`config.mk`:
```
export PLATFORM = sky130hd
export DESIGN_NAME = ook_pulse_width_receiver
export DESIGN_NICKNAME = d
export VERILOG_FILES = /design/src/hdl/ookpw_pkg.sv /design/src/hdl/ookpw_decoder.sv /design/src/hdl/ook_pulse_width_receiver.sv
export SDC_FILE = /design/constraint.sdc
export NUM_CORES = 1
export LEC_CHECK = 0
export BUFFER_PORTS_ARGS = -buffer_cell sky130_fd_sc_hd__buf_2
export CELL_PAD_IN_SITES_DETAIL_PLACEMENT = 0
export CELL_PAD_IN_SITES_GLOBAL_PLACEMENT = 1
export CORE_AREA = 2 2 194 291
export DETAILED_ROUTE_END_ITERATION = 10
export DIE_AREA = 0 0 196 293
export PLACE_DENSITY_LB_ADDON = 0.1
export SYNTH_ARGS = -nofsm -noshare
export SYNTH_HDL_FRONTEND = slang
export SYNTH_SLANG_ARGS = --single-unit
```
`constraint.sdc`:
```
create_clock -name clk -period 6.58 [get_ports clk]
set_input_delay 0.987 -clock clk [delete_from_list [all_inputs] [get_ports clk]]
set_output_delay 0.987 -clock clk [all_outputs]
set_load 0.005 [all_outputs]
```
`src/hdl/ookpw_pkg.sv`:
```
// ----------------------------------------------------------------------------
// ookpw_pkg
// Shared types and timing constants for the OOK pulse width receiver.
// ----------------------------------------------------------------------------
package ookpw_pkg;

    typedef enum logic [2:0] {
        PH_IDLE  = 3'd1,
        PH_START = 3'd2,
        PH_GAP   = 3'd3,
        PH_FIRST = 3'd4,
        PH_LOW   = 3'd5,
        PH_HIGH  = 3'd6,
        PH_CLOSE = 3'd7
    } phase_t;

    typedef enum logic [1:0] {
        REG_LOCKOUT  = 2'd0,
        REG_MIN_BITS = 2'd1,
        REG_MAX_BITS = 2'd2
    } reg_idx_t;

    localparam logic OP_EDGE  = 1'b0;
    localparam logic OP_FETCH = 1'b1;

    // pulse widths in microseconds
    localparam logic [31:0] SHORT_MIN = 32'd250;
    localparam logic [31:0] SHORT_MAX = 32'd600;
    localparam logic [31:0] LONG_MIN  = 32'd800;
    localparam logic [31:0] LONG_MAX  = 32'd1600;
    localparam logic [31:0] GAP_MIN   = 32'd4000;
    localparam logic [31:0] GAP_MAX   = 32'd17000;

    // packet lengths that are realigned by two bits
    localparam logic [5:0] LEN_ALIGN_A = 6'd18;
    localparam logic [5:0] LEN_ALIGN_B = 6'd19;

    localparam logic [31:0] LOCKOUT_RST  = 32'd600000;
    localparam logic [5:0]  MIN_BITS_RST = 6'd12;
    localparam logic [5:0]  MAX_BITS_RST = 6'd32;

    typedef struct packed {
        logic [31:0] lockout_us;
        logic [5:0]  min_bits;
        logic [5:0]  max_bits;
    } cfg_t;

    typedef struct packed {
        logic        packet_valid;
        logic [31:0] packet;
        logic [5:0]  bit_count;
    } result_t;

endpackage

```
`src/hdl/ookpw_decoder.sv`:
```
// ----------------------------------------------------------------------------
// ookpw_decoder
// Pulse width state machine, packet assembly, lockout and holding register.
// ----------------------------------------------------------------------------
module ookpw_decoder #(
    parameter int PACKET_BITS = 32
) (
    input  logic              clk,
    input  logic              rst_n,
    input  logic              step,
    input  logic              fetch,
    input  logic              level,
    input  logic [31:0]       time_us,
    input  ookpw_pkg::cfg_t    cfg,
    output ookpw_pkg::result_t result
);
    import ookpw_pkg::*;

    localparam logic [4:0] TOP_POS = 5'(PACKET_BITS - 1);

    phase_t      phase_reg, phase_next;
    logic [31:0] shift_reg, shift_next;
    logic [4:0]  pos_reg, pos_next;
    logic [5:0]  seen_reg, seen_next;
    logic [31:0] rise_reg, rise_next;
    logic [31:0] fall_reg, fall_next;
    logic [31:0] prev_reg, prev_next;
    logic [31:0] accept_reg, accept_next;
    logic [31:0] hold_reg, hold_next;
    logic        full_reg, full_next;
    logic [5:0]  dcount_reg, dcount_next;

    function automatic logic in_range(logic [31:0] v, logic [31:0] lo, logic [31:0] hi);
        return (v >= lo) && (v <= hi);
    endfunction

    always_ff @(posedge clk or negedge rst_n)
    begin
        if (!rst_n)
        begin
            phase_reg  <= PH_IDLE;
            shift_reg  <= '0;
            pos_reg    <= TOP_POS;
            seen_reg   <= '0;
            rise_reg   <= '0;
            fall_reg   <= '0;
            prev_reg   <= '0;
            accept_reg <= '0;
            hold_reg   <= '0;
            full_reg   <= 1'b0;
            dcount_reg <= '0;
        end
        else
        begin
            phase_reg  <= phase_next;
            shift_reg  <= shift_next;
            pos_reg    <= pos_next;
            seen_reg   <= seen_next;
            rise_reg   <= rise_next;
            fall_reg   <= fall_next;
            prev_reg   <= prev_next;
            accept_reg <= accept_next;
            hold_reg   <= hold_next;
            full_reg   <= full_next;
            dcount_reg <= dcount_next;
        end
    end

    always_comb
    begin
        logic [31:0] high_w;
        logic [31:0] low_w;
        logic [31:0] pkt;
        logic        is_zero;
        logic        is_one;
        logic        store;
        logic [4:0]  pos_dec;

        phase_next  = phase_reg;
        shift_next  = shift_reg;
        pos_next    = pos_reg;
        seen_next   = seen_reg;
        rise_next   = rise_reg;
        fall_next   = fall_reg;
        prev_next   = prev_reg;
        accept_next = accept_reg;
        hold_next   = hold_reg;
        full_next   = full_reg;
        dcount_next = dcount_reg;

        high_w  = '0;
        low_w   = '0;
        pkt     = shift_reg;
        is_zero = 1'b0;
        is_one  = 1'b0;
        store   = 1'b0;
        pos_dec = pos_reg - 5'd1;

        if (step && fetch)
        begin
            full_next = 1'b0;
        end
        else if (step)
        begin
            if (level)
                rise_next = time_us;
            else
                fall_next = time_us;
            high_w  = time_us - rise_next;
            low_w   = time_us - fall_next;
            is_zero = in_range(high_w, SHORT_MIN, SHORT_MAX);
            is_one  = in_range(high_w, LONG_MIN, LONG_MAX);

            case (phase_reg)
                PH_IDLE:
                begin
                    pos_next   = TOP_POS;
                    shift_next = '0;
                    phase_next = level ? PH_START : PH_GAP;
                end
                PH_START:
                    phase_next = is_zero ? PH_GAP : PH_IDLE;
                PH_GAP:
                    phase_next = in_range(low_w, GAP_MIN, GAP_MAX) ? PH_FIRST : PH_IDLE;
                PH_FIRST:
                begin
                    pos_next   = TOP_POS;
                    shift_next = is_one ? (32'd1 << TOP_POS) : '0;
                    if (is_zero || is_one)
                    begin
                        seen_next  = 6'd1;
                        phase_next = PH_LOW;
                    end
                    else
                    begin
                        seen_next  = '0;
                        phase_next = PH_IDLE;
                    end
                end
                PH_LOW:
                begin
                    if (in_range(low_w, SHORT_MIN, LONG_MAX))
                        phase_next = PH_HIGH;
                    else if (in_range(low_w, GAP_MIN, GAP_MAX))
                    begin
                        if (seen_reg >= cfg.min_bits || pos_reg == '0
                            || seen_reg >= cfg.max_bits)
                            phase_next = PH_CLOSE;
                        else
                            phase_next = PH_FIRST;
                    end
                    else
                        phase_next = PH_IDLE;
                end
                PH_HIGH:
                begin
                    if (is_zero || is_one)
                    begin
                        pos_next  = pos_dec;
                        seen_next = seen_reg + 6'd1;
                        if (is_one)
                            shift_next = shift_reg | (32'd1 << pos_dec);
                        else
                            shift_next = shift_reg & ~(32'd1 << pos_dec);
                        phase_next = (pos_dec == '0 || seen_next >= cfg.max_bits)
                                     ? PH_CLOSE : PH_LOW;
                    end
                    else
                        phase_next = PH_IDLE;
                end
                PH_CLOSE:
                begin
                    if (seen_reg >= cfg.min_bits)
                    begin
                        if (seen_reg inside {LEN_ALIGN_A, LEN_ALIGN_B})
                            pkt = shift_reg >> 2;
                        shift_next  = pkt;
                        accept_next = time_us;
                        // identical repeat must clear the lockout window
                        if (prev_reg == pkt)
                            store = (time_us - accept_reg) >= cfg.lockout_us;
                        else
                            store = 1'b1;
                        if (store && !full_reg)
                        begin
                            hold_next   = pkt;
                            full_next   = 1'b1;
                            dcount_next = seen_reg;
                        end
                        prev_next  = pkt;
                        phase_next = in_range(low_w, GAP_MIN, GAP_MAX) ? PH_FIRST : PH_IDLE;
                    end
                    else
                        phase_next = PH_IDLE;
                end
                default:
                    phase_next = PH_IDLE;
            endcase
        end
    end

    assign result.packet_valid = full_reg;
    assign result.packet       = full_reg ? hold_reg : '0;
    assign result.bit_count    = dcount_reg;

`ifndef SYNTHESIS
    a_low_has_bits: assert property (@(posedge clk) disable iff (!rst_n)
        (phase_reg == PH_LOW || phase_reg == PH_HIGH) |-> seen_reg != '0)
        else $error("bit phase with no bits seen");
    a_full_clears_on_fetch: assert property (@(posedge clk) disable iff (!rst_n)
        $fell(full_reg) |-> $past(step && fetch))
        else $error("holding register emptied without fetch");
    a_fill_from_close: assert property (@(posedge clk) disable iff (!rst_n)
        $rose(full_reg) |-> $past(step && !fetch && phase_reg == PH_CLOSE))
        else $error("holding register filled outside packet close");
`endif

endmodule

```
`src/hdl/ook_pulse_width_receiver.sv`:
```
// ----------------------------------------------------------------------------
// ook_pulse_width_receiver
// On-off-keyed packet receiver driven by timestamped pin edge words.
// ----------------------------------------------------------------------------
//  channel   dir  handshake         payload
//  s_axis    in   tvalid/tready     tuser: opcode; tdata: level, time_us
//  m_axis    out  tvalid/tready     tuser: packet_valid; tdata: packet, bit_count
//  apb       in   psel/penable      lockout_us @0x0, min_bits @0x4, max_bits @0x8
//
//  One word per cycle while no fetch stalls: input register, one pass through the decoder, output reg.
//  Edge words produce no result; a fetch word gives one result via the input and output registers.
//  A fetch stalls in the input register only while the output register is full
//  and not taken; edge words never stall.
//  Reset is asynchronous; state, flags and config go to defaults at once; data regs are not reset.
// ----------------------------------------------------------------------------
module ook_pulse_width_receiver #(
    parameter int PACKET_BITS = 32
) (
    input  logic        clk,
    input  logic        rst_n,
    input  logic        s_axis_tvalid,
    output logic        s_axis_tready,
    input  logic [39:0] s_axis_tdata,   // [0] level, [32:1] time_us, rest zero
    input  logic [0:0]  s_axis_tuser,   // [0] opcode
    output logic        m_axis_tvalid,
    input  logic        m_axis_tready,
    output logic [39:0] m_axis_tdata,   // [31:0] packet, [37:32] bit_count, rest zero
    output logic [0:0]  m_axis_tuser,   // [0] packet_valid
    input  logic        psel,
    input  logic        penable,
    input  logic        pwrite,
    input  logic [3:0]  paddr,
    input  logic [31:0] pwdata,
    output logic [31:0] prdata,
    output logic        pready
);
    import ookpw_pkg::*;

    cfg_t        cfg_reg;
    logic        in_valid_reg;
    logic        in_op_reg;
    logic        in_level_reg;
    logic [31:0] in_time_reg;
    logic        out_valid_reg;
    result_t     out_reg;
    result_t     dec_result;
    logic        advance;
    logic        out_free;
    logic        cfg_wr;
    reg_idx_t    cfg_idx;

    assign pready  = 1'b1;
    assign cfg_wr  = psel && penable && pwrite && pready;
    assign cfg_idx = reg_idx_t'(paddr[3:2]);

    always_ff @(posedge clk or negedge rst_n)
    begin
        if (!rst_n)
        begin
            cfg_reg.lockout_us <= LOCKOUT_RST;
            cfg_reg.min_bits   <= MIN_BITS_RST;
            cfg_reg.max_bits   <= MAX_BITS_RST;
        end
        else if (cfg_wr)
        begin
            case (cfg_idx)
                REG_LOCKOUT:  cfg_reg.lockout_us <= pwdata;
                REG_MIN_BITS: cfg_reg.min_bits   <= pwdata[5:0];
                REG_MAX_BITS: cfg_reg.max_bits   <= pwdata[5:0];
                default:      ;
            endcase
        end
    end

    always_comb
    begin
        case (cfg_idx)
            REG_LOCKOUT:  prdata = cfg_reg.lockout_us;
            REG_MIN_BITS: prdata = {26'd0, cfg_reg.min_bits};
            REG_MAX_BITS: prdata = {26'd0, cfg_reg.max_bits};
            default:      prdata = '0;
        endcase
    end

    assign out_free      = !out_valid_reg || m_axis_tready;
    assign advance       = in_valid_reg && (in_op_reg == OP_EDGE || out_free);
    assign s_axis_tready = !in_valid_reg || advance;

    always_ff @(posedge clk or negedge rst_n)
    begin
        if (!rst_n)
            in_valid_reg <= 1'b0;
        else if (s_axis_tready)
            in_valid_reg <= s_axis_tvalid;
    end

    always_ff @(posedge clk)
    begin
        if (s_axis_tready && s_axis_tvalid)
        begin
            in_op_reg    <= s_axis_tuser[0];
            in_level_reg <= s_axis_tdata[0];
            in_time_reg  <= s_axis_tdata[32:1];
        end
    end

    ookpw_decoder #(
        .PACKET_BITS (PACKET_BITS)
    ) u_decoder (
        .clk     (clk),
        .rst_n   (rst_n),
        .step    (advance),
        .fetch   (in_op_reg == OP_FETCH),
        .level   (in_level_reg),
        .time_us (in_time_reg),
        .cfg     (cfg_reg),
        .result  (dec_result)
    );

    always_ff @(posedge clk or negedge rst_n)
    begin
        if (!rst_n)
            out_valid_reg <= 1'b0;
        else if (advance && in_op_reg == OP_FETCH)
            out_valid_reg <= 1'b1;
        else if (m_axis_tready)
            out_valid_reg <= 1'b0;
    end

    always_ff @(posedge clk)
    begin
        if (advance && in_op_reg == OP_FETCH)
            out_reg <= dec_result;
    end

    assign m_axis_tvalid   = out_valid_reg;
    assign m_axis_tuser[0] = out_reg.packet_valid;
    assign m_axis_tdata    = {2'd0, out_reg.bit_count, out_reg.packet};

`ifndef SYNTHESIS
    a_empty_result_zero: assert property (@(posedge clk) disable iff (!rst_n)
        (m_axis_tvalid && !m_axis_tuser[0]) |-> m_axis_tdata[31:0] == '0)
        else $error("empty fetch result carries packet bits");
    a_fetch_held: assert property (@(posedge clk) disable iff (!rst_n)
        (in_valid_reg && !advance) |=> (in_valid_reg && $stable(in_time_reg)))
        else $error("stalled fetch word lost");
    a_edge_never_stalls: assert property (@(posedge clk) disable iff (!rst_n)
        (in_valid_reg && in_op_reg == OP_EDGE) |-> advance)
        else $error("edge word stalled");
`endif

endmodule
```
# Word level (Yosys, flattened, before mapping)
# Index checks and enable logic that the tools add are counted.
[classes] muxes=45 n_reduce_logical=43 n_eq_ne=14 shift=1 add_sub_neg=5 bitwise=5 n_lt_le_gt_ge=12
[ops] operator="2-to-1 mux 32 bit" n=15
[ops] operator="case mux 32 bit (4 select lines)" n=1
[ops] operator="case mux 32 bit (3 select lines)" n=1
[ops] operator="subtractor 32 bit" n=3
[ops] operator="greater-or-equal comparator 32 x 8 -> 1 bit (second input constant)" n=2
[ops] operator="less-or-equal comparator 32 x 11 -> 1 bit (second input constant)" n=2
[ops] operator="bitwise AND 32 bit" n=1
[ops] operator="== test 32 bit" n=1
[ops] operator="greater-or-equal comparator 32 x 10 -> 1 bit (second input constant)" n=1
[ops] operator="greater-or-equal comparator 32 x 12 -> 1 bit (second input constant)" n=1
[ops] operator="greater-or-equal comparator 32 bit" n=1
[ops] operator="less-or-equal comparator 32 x 10 -> 1 bit (second input constant)" n=1
[ops] operator="less-or-equal comparator 32 x 15 -> 1 bit (second input constant)" n=1
[ops] operator="NOT 32 bit" n=1
[ops] operator="OR 32 bit" n=1
[ops] operator="left shift 1 x 5 -> 32 bit (first input constant)" n=1
[ops] operator="case mux 3 bit (7 select lines)" n=1
[ops] operator="greater-or-equal comparator 6 bit" n=3
[ops] operator="2-to-1 mux 3 bit" n=6
[ops] operator="AND reduction 4 bit" n=4
[ops] operator="nonzero test 2 bit" n=8
[ops] operator="2-to-1 mux 1 bit" n=14
[ops] operator="== test 3 bit (second input constant)" n=4
[ops] operator="== test 6 x 5 -> 1 bit (second input constant)" n=2
[ops] operator="22 further kinds" n=49
[word_totals] input_bits=84 output_inout_bits=76 ff_bits=332 elab_cells=147

# Longest topological paths before layout
[depth] ltp_word=19 depth_mapped=28 ltp_nobuf=26

# Hierarchy
# From an unflattened synthesis, not the netlist that was laid out.
[hier_totals] cells_unflattened=2277 area_unflattened_um2=21952.3
[modules_own_cells] mod="ookpw_decoder" n_inst=1 cells_each=2044 seq_area_each_um2=5337.6 area_per_inst_um2=17615.6
[modules_own_cells] mod="ook_pulse_width_receiver" n_inst=1 cells_each=233 seq_area_each_um2=3357.0 area_per_inst_um2=4336.7

# Worst setup path before layout
# OpenSTA, ideal clock, no wires.
[synth_path] path_type="flip-flop to flip-flop" start="reg in_time_reg[0]" end="reg u_decoder.dcount_reg[0]" slack_ns=1.365 required_time_ns=6.455 synth_period_minus_slack_ns=5.215 arrival_time_ns=5.090 n_path_buf=2 stages_incl_launch_ff=28 setup_time_ns=0.125 cell_sequence="edfxtp_1 inv_1 ha_1 inv_1 fa_1 a21o_1 a21oi_1 o21a_1 o21ai_0 nand3_1 a21boi_0 o31a_1 o21ai_0 nand2_1 a31o_2 a221oi_1 xnor2_1 ha_1 nor2b_1 o21ai_0 o211ai_1 nor4_1 nand4_1 a21oi_1 nor3_1 clkbuf_1 clkbuf_1 mux2_2"
[synth_between] elab_chain_len=9
[synth_lines] item="start: declaration" line_no="ook_pulse_width_receiver.sv:43" text="logic [31:0] in_time_reg;"
[synth_lines] item="start signal: assignment" line_no="ook_pulse_width_receiver.sv:103" text="in_time_reg <= s_axis_tdata[32:1];"
[synth_lines] item="subtractor 32 bit" line_no="ookpw_decoder.sv:181" text="store = (time_us - accept_reg) >= cfg.lockout_us;"
[synth_lines] item="greater-or-equal comparator 32 bit" line_no="ookpw_decoder.sv:181"
[synth_lines] item="2-to-1 mux 1 bit" line_no="ookpw_decoder.sv:180" text="if (prev_reg == pkt)"
[synth_lines] item="2-to-1 mux 1 bit" line_no="ookpw_decoder.sv:173" text="if (seen_reg >= cfg.min_bits)"
[synth_lines] item="2-to-1 mux 1 bit" line_no="ookpw_decoder.sv:114" text="case (phase_reg)"
[synth_lines] item="2-to-1 mux 1 bit" line_no="ookpw_decoder.sv:103" text="else if (step)"
[synth_lines] item="2-to-1 mux 1 bit" line_no="ookpw_decoder.sv:99" text="if (step && fetch)"
[synth_lines] item="logical AND 1 bit" line_no="ookpw_decoder.sv:184" text="if (store && !full_reg)"
[synth_lines] item="AND reduction 5 bit (no source line)"
[synth_lines] item="end signal: assignment" line_no="ookpw_decoder.sv:65" text="dcount_reg <= dcount_next;"
[synth_lines] item="end: declaration" line_no="ookpw_decoder.sv:31" text="logic [5:0] dcount_reg, dcount_next;"
# Every way passes these cells. The select of a mux whose other input is x is not followed.
# A chain may end at the register's enable or synchronous reset.

# Worst setup path in the final report
[layout_path] start="reg in_time_reg[0]" end="reg u_decoder.hold_reg[19]"
[layout_between] elab_chain_len=9
[layout_lines] item="subtractor 32 bit" line_no="ookpw_decoder.sv:181"
[layout_lines] item="greater-or-equal comparator 32 bit" line_no="ookpw_decoder.sv:181"
[layout_lines] item="2-to-1 mux 1 bit" line_no="ookpw_decoder.sv:180"
[layout_lines] item="2-to-1 mux 1 bit" line_no="ookpw_decoder.sv:173"
[layout_lines] item="2-to-1 mux 1 bit" line_no="ookpw_decoder.sv:114"
[layout_lines] item="2-to-1 mux 1 bit" line_no="ookpw_decoder.sv:103"
[layout_lines] item="2-to-1 mux 1 bit" line_no="ookpw_decoder.sv:99"
[layout_lines] item="logical AND 1 bit" line_no="ookpw_decoder.sv:184"
[layout_lines] item="AND reduction 5 bit (no source line)"
[layout_lines] item="end signal: assignment" line_no="ookpw_decoder.sv:63" text="hold_reg <= hold_next;"
[layout_lines] item="end: declaration" line_no="ookpw_decoder.sv:29" text="logic [31:0] hold_reg, hold_next;"
# Every way passes these cells. The select of a mux whose other input is x is not followed.

==> results.json <==
{
  "cp_max_fo": 38,
  "hold_path_class": "flop to flop",
  "core_area_um2": 54700,
  "grt_pass1_vias": 17756,
  "crit_required_ns": 7.03,
  "syn-cell-area_um2": 21700,
  "drv_slew": 0,
  "wl_um": 64600,
  "clockBufferDepth": 3,
  "end_kind": "flop",
  "final.setup.tns_ns": 0,
  "wl_per_cell_um": 19.8,
  "ios": 160,
  "drtIter0Drc": 947,
  "drc": 0,
  "areaGrowthSynthToFinish_pct": 12.9,
  "grt-ovfl-total": 0,
  "synth_most_common_cell": "nand2_1",
  "vias": 17797,
  "rsz0062_at_grt": "false",
  "p_leak_nw": 10.9,
  "ir_worst_vdd_mv": 0.189,
  "synth_top_area_share_pct": 27.9,
  "start_kind": "flop",
  "ant_nets": 0,
  "cts_setup_buffers": 0,
  "root_buffer": "clkbuf_16",
  "crit_type": "flop to flop",
  "relSlewSlack_pct": 19.4,
  "status": "completed",
  "clock_skew_ns": 0.0160,
  "cts_tree": "built",
  "hold_buffers": 0,
  "clock-sinks": 332,
  "drt-vias-per-instance": 5.45,
  "yosysTopAreaCell": "dfrtp_1",
  "cellPowerDensity_nw_per_um2": 288,
  "yosysSeqAreaShare_pct": 40.1,
  "portBuffers": 147,
  "hpwl_um": 48900,
  "clk_pin_slew_ns": 0.06,
  "setup_violations": 0,
  "n_antenna_cell": 0,
  "ys_ff_latch": 332,
  "start_util_pct": 39.7,
  "place_congestion": 0.882,
  "grtUsageTotal_pct": 22.5,
  "synth.avg_cell_area_um2": 8.89,
  "place_inst": 3195,
  "largest_reg_flops": 44,
  "insertion_delay_ns": 0.56,
  "htreeDepth": 2,
  "synth_edf_count": 73,
  "dieArea_um2": 57400,
  "max_freq_mhz": 164,
  "yosys_warnings": 0,
  "dr.pass1.iters": 5,
  "instances_no_fill": 3265,
  "synth_commonest_cells": "nand2_1, dfrtp_1, o21ai_0",
  "hold_violations": 0,
  "grt_max_degree": 148,
  "numCtsBuffers": 38,
  "die_w_um": 196,
  "syn_inst": 2439,
  "final_period_minus_worst_setup_slack_ns": 6.11,
  "nNetsFinal": 2777,
  "maxCapViolations": 0,
  "fin_crit_sh_pct": 92.9,
  "grt_pass1_wl_um": 101000,
  "num_rows": 105,
  "crit_arrival_ns": 6.56,
  "antenna_found_initial": 0,
  "ys.flop_type": "dfrtp_1",
  "postCtsResizedCells": 0,
  "worstMarginPinSlew_ns": 1.21,
  "drive_above_1_share_pct": 12.9,
  "synthArstFlopShare_pct": 78.0,
  "yosys-top-cells-area": "dfrtp_1, edfxtp_1, ha_1",
  "ys_types": 83,
  "fp.dieH_um": 293
}
[stage by stage]
step,worst slack (ns),instance area [um2],hold slack [ns],power [mW],util (%)
5_1_grt,0.0952,24500,0.463,7.51,44.8
4_1_cts,0.525,24500,0.458,7.15,44.8
3_5_place_dp,0.557,23200,0.444,4.88,42.4
6_report,0.467,24500,0.456,7.05,44.8
2_1_floorplan,1.37,21700,0.421,4.17,-
3_3_place_gp,0.615,23200,0.452,4.84,42.4
[path summary, 6_finish.rpt]
check	start	endpoint	slack, ns	cells past startpoint
setup / recovery	in_time_reg[0]$_DFFE_PP_	u_decoder.hold_reg[19]$_DFFE_PN0P_	0.47	26
hold / removal	u_decoder.dcount_reg[3]$_DFFE_PN0P_	m_axis_tdata[35]$_DFFE_PP_	0.46	0
setup reg to reg	in_time_reg[0]$_DFFE_PP_	u_decoder.hold_reg[19]$_DFFE_PN0P_	0.47	26
hold reg to reg	u_decoder.dcount_reg[3]$_DFFE_PN0P_	m_axis_tdata[35]$_DFFE_PP_	0.46	0
max in group asynchronous	rst_n	u_decoder.fall_reg[21]$_DFFE_PN0P_	4.65	2
min in group asynchronous	rst_n	cfg_reg[13]$_DFFE_PN0P_	0.49	1
[metal layers]
metal,share of wire [%],GRT usage (%),vias up
met3,2.5,2.18,111
met5,0,0,-
met2,53,43.0,293
met1,38,24.1,8553
li1,-,-,8840
met4,5.9,12.3,0
[placed cells by master, fill, tap and decap left out, types with 8 or more instances in the layout]
cell type and n:
a22o_1 11, nor2_1 101, a32oi_1 22, buf_2 146, nand2b_1 25, a211oi_1 10, xnor2_1 72, and2_1 42
clkbuf_16 39, mux2_2 38, nor2b_1 19, a21oi_1 116, o21bai_1 10, a31oi_1 31, a21o_1 50, o211ai_1 21
mux2i_1 88, buf_4 35, dfrtp_1 242, nand2_1 457, nand3b_1 17, nand4_1 32, inv_1 116, nor4_1 8
o21ai_0 231, clkbuf_1 8, nand3_1 30, clkinv_2 10, a21boi_0 9, ha_1 150, nor3_1 56, o21a_1 29
and3_1 13, edfxtp_1 73, dfstp_2 17, xor2_1 38
[cells by family (layout without fill, tap and decap cells)]
logic type	after synthesis	count (layout)	synth area share, %
XOR/XNOR	110	110	4.44
other	2	3	0.0346
AO/OA/AOI/OAI	627	627	18.2
adder cells (fa/ha/maj)	153	153	8.93
buffers and inverters	242	372	4.33
AND/OR/NAND/NOR	847	847	17.9
flip-flops	332	332	40.1
multiplexers	126	126	6.04
[layout make-up]
type	instances	area (um2)
clock buffer	49	1030
inverter	116	435
clock inverter	21	255
tap	695	870
timing repair buffer	186	1090
fill	5421	30200
sequential	332	8690
multi-input combinational	1866	12100
[report_power, final]
part / internal (mW) / total [mW] / switching, mW
Combinational: 0.839 / 2.23 / 1.39
Sequential: 2.38 / 2.61 / 0.230
Clock: 1.31 / 2.21 / 0.897
Total: 4.53 / 7.05 / 2.51
[worst max-delay path: stages, from the launching register on]
cell      delay (ns)
edfxtp_1        0.39
inv_1           0.16
ha_1            0.20
inv_1           0.05
fa_1            0.39
a21o_1          0.17
a21oi_1         0.33
o21a_1          0.16
o21ai_0         0.12
nand3_1         0.16
a21boi_0        0.12
o31a_1          0.29
o21ai_0         0.40
nand2_1         0.10
a31o_2          0.28
a221oi_1        0.32
xnor2_1         0.18
ha_1            0.26
nor2b_1         0.13
o21ai_0         0.31
o211ai_1        0.14
nor4_1          0.19
nand4_1         0.14
a21oi_1         0.25
nor3_2          0.06
buf_4           0.35
mux2_2          0.34
Note: power is estimated with default switching activity, not from simulation.
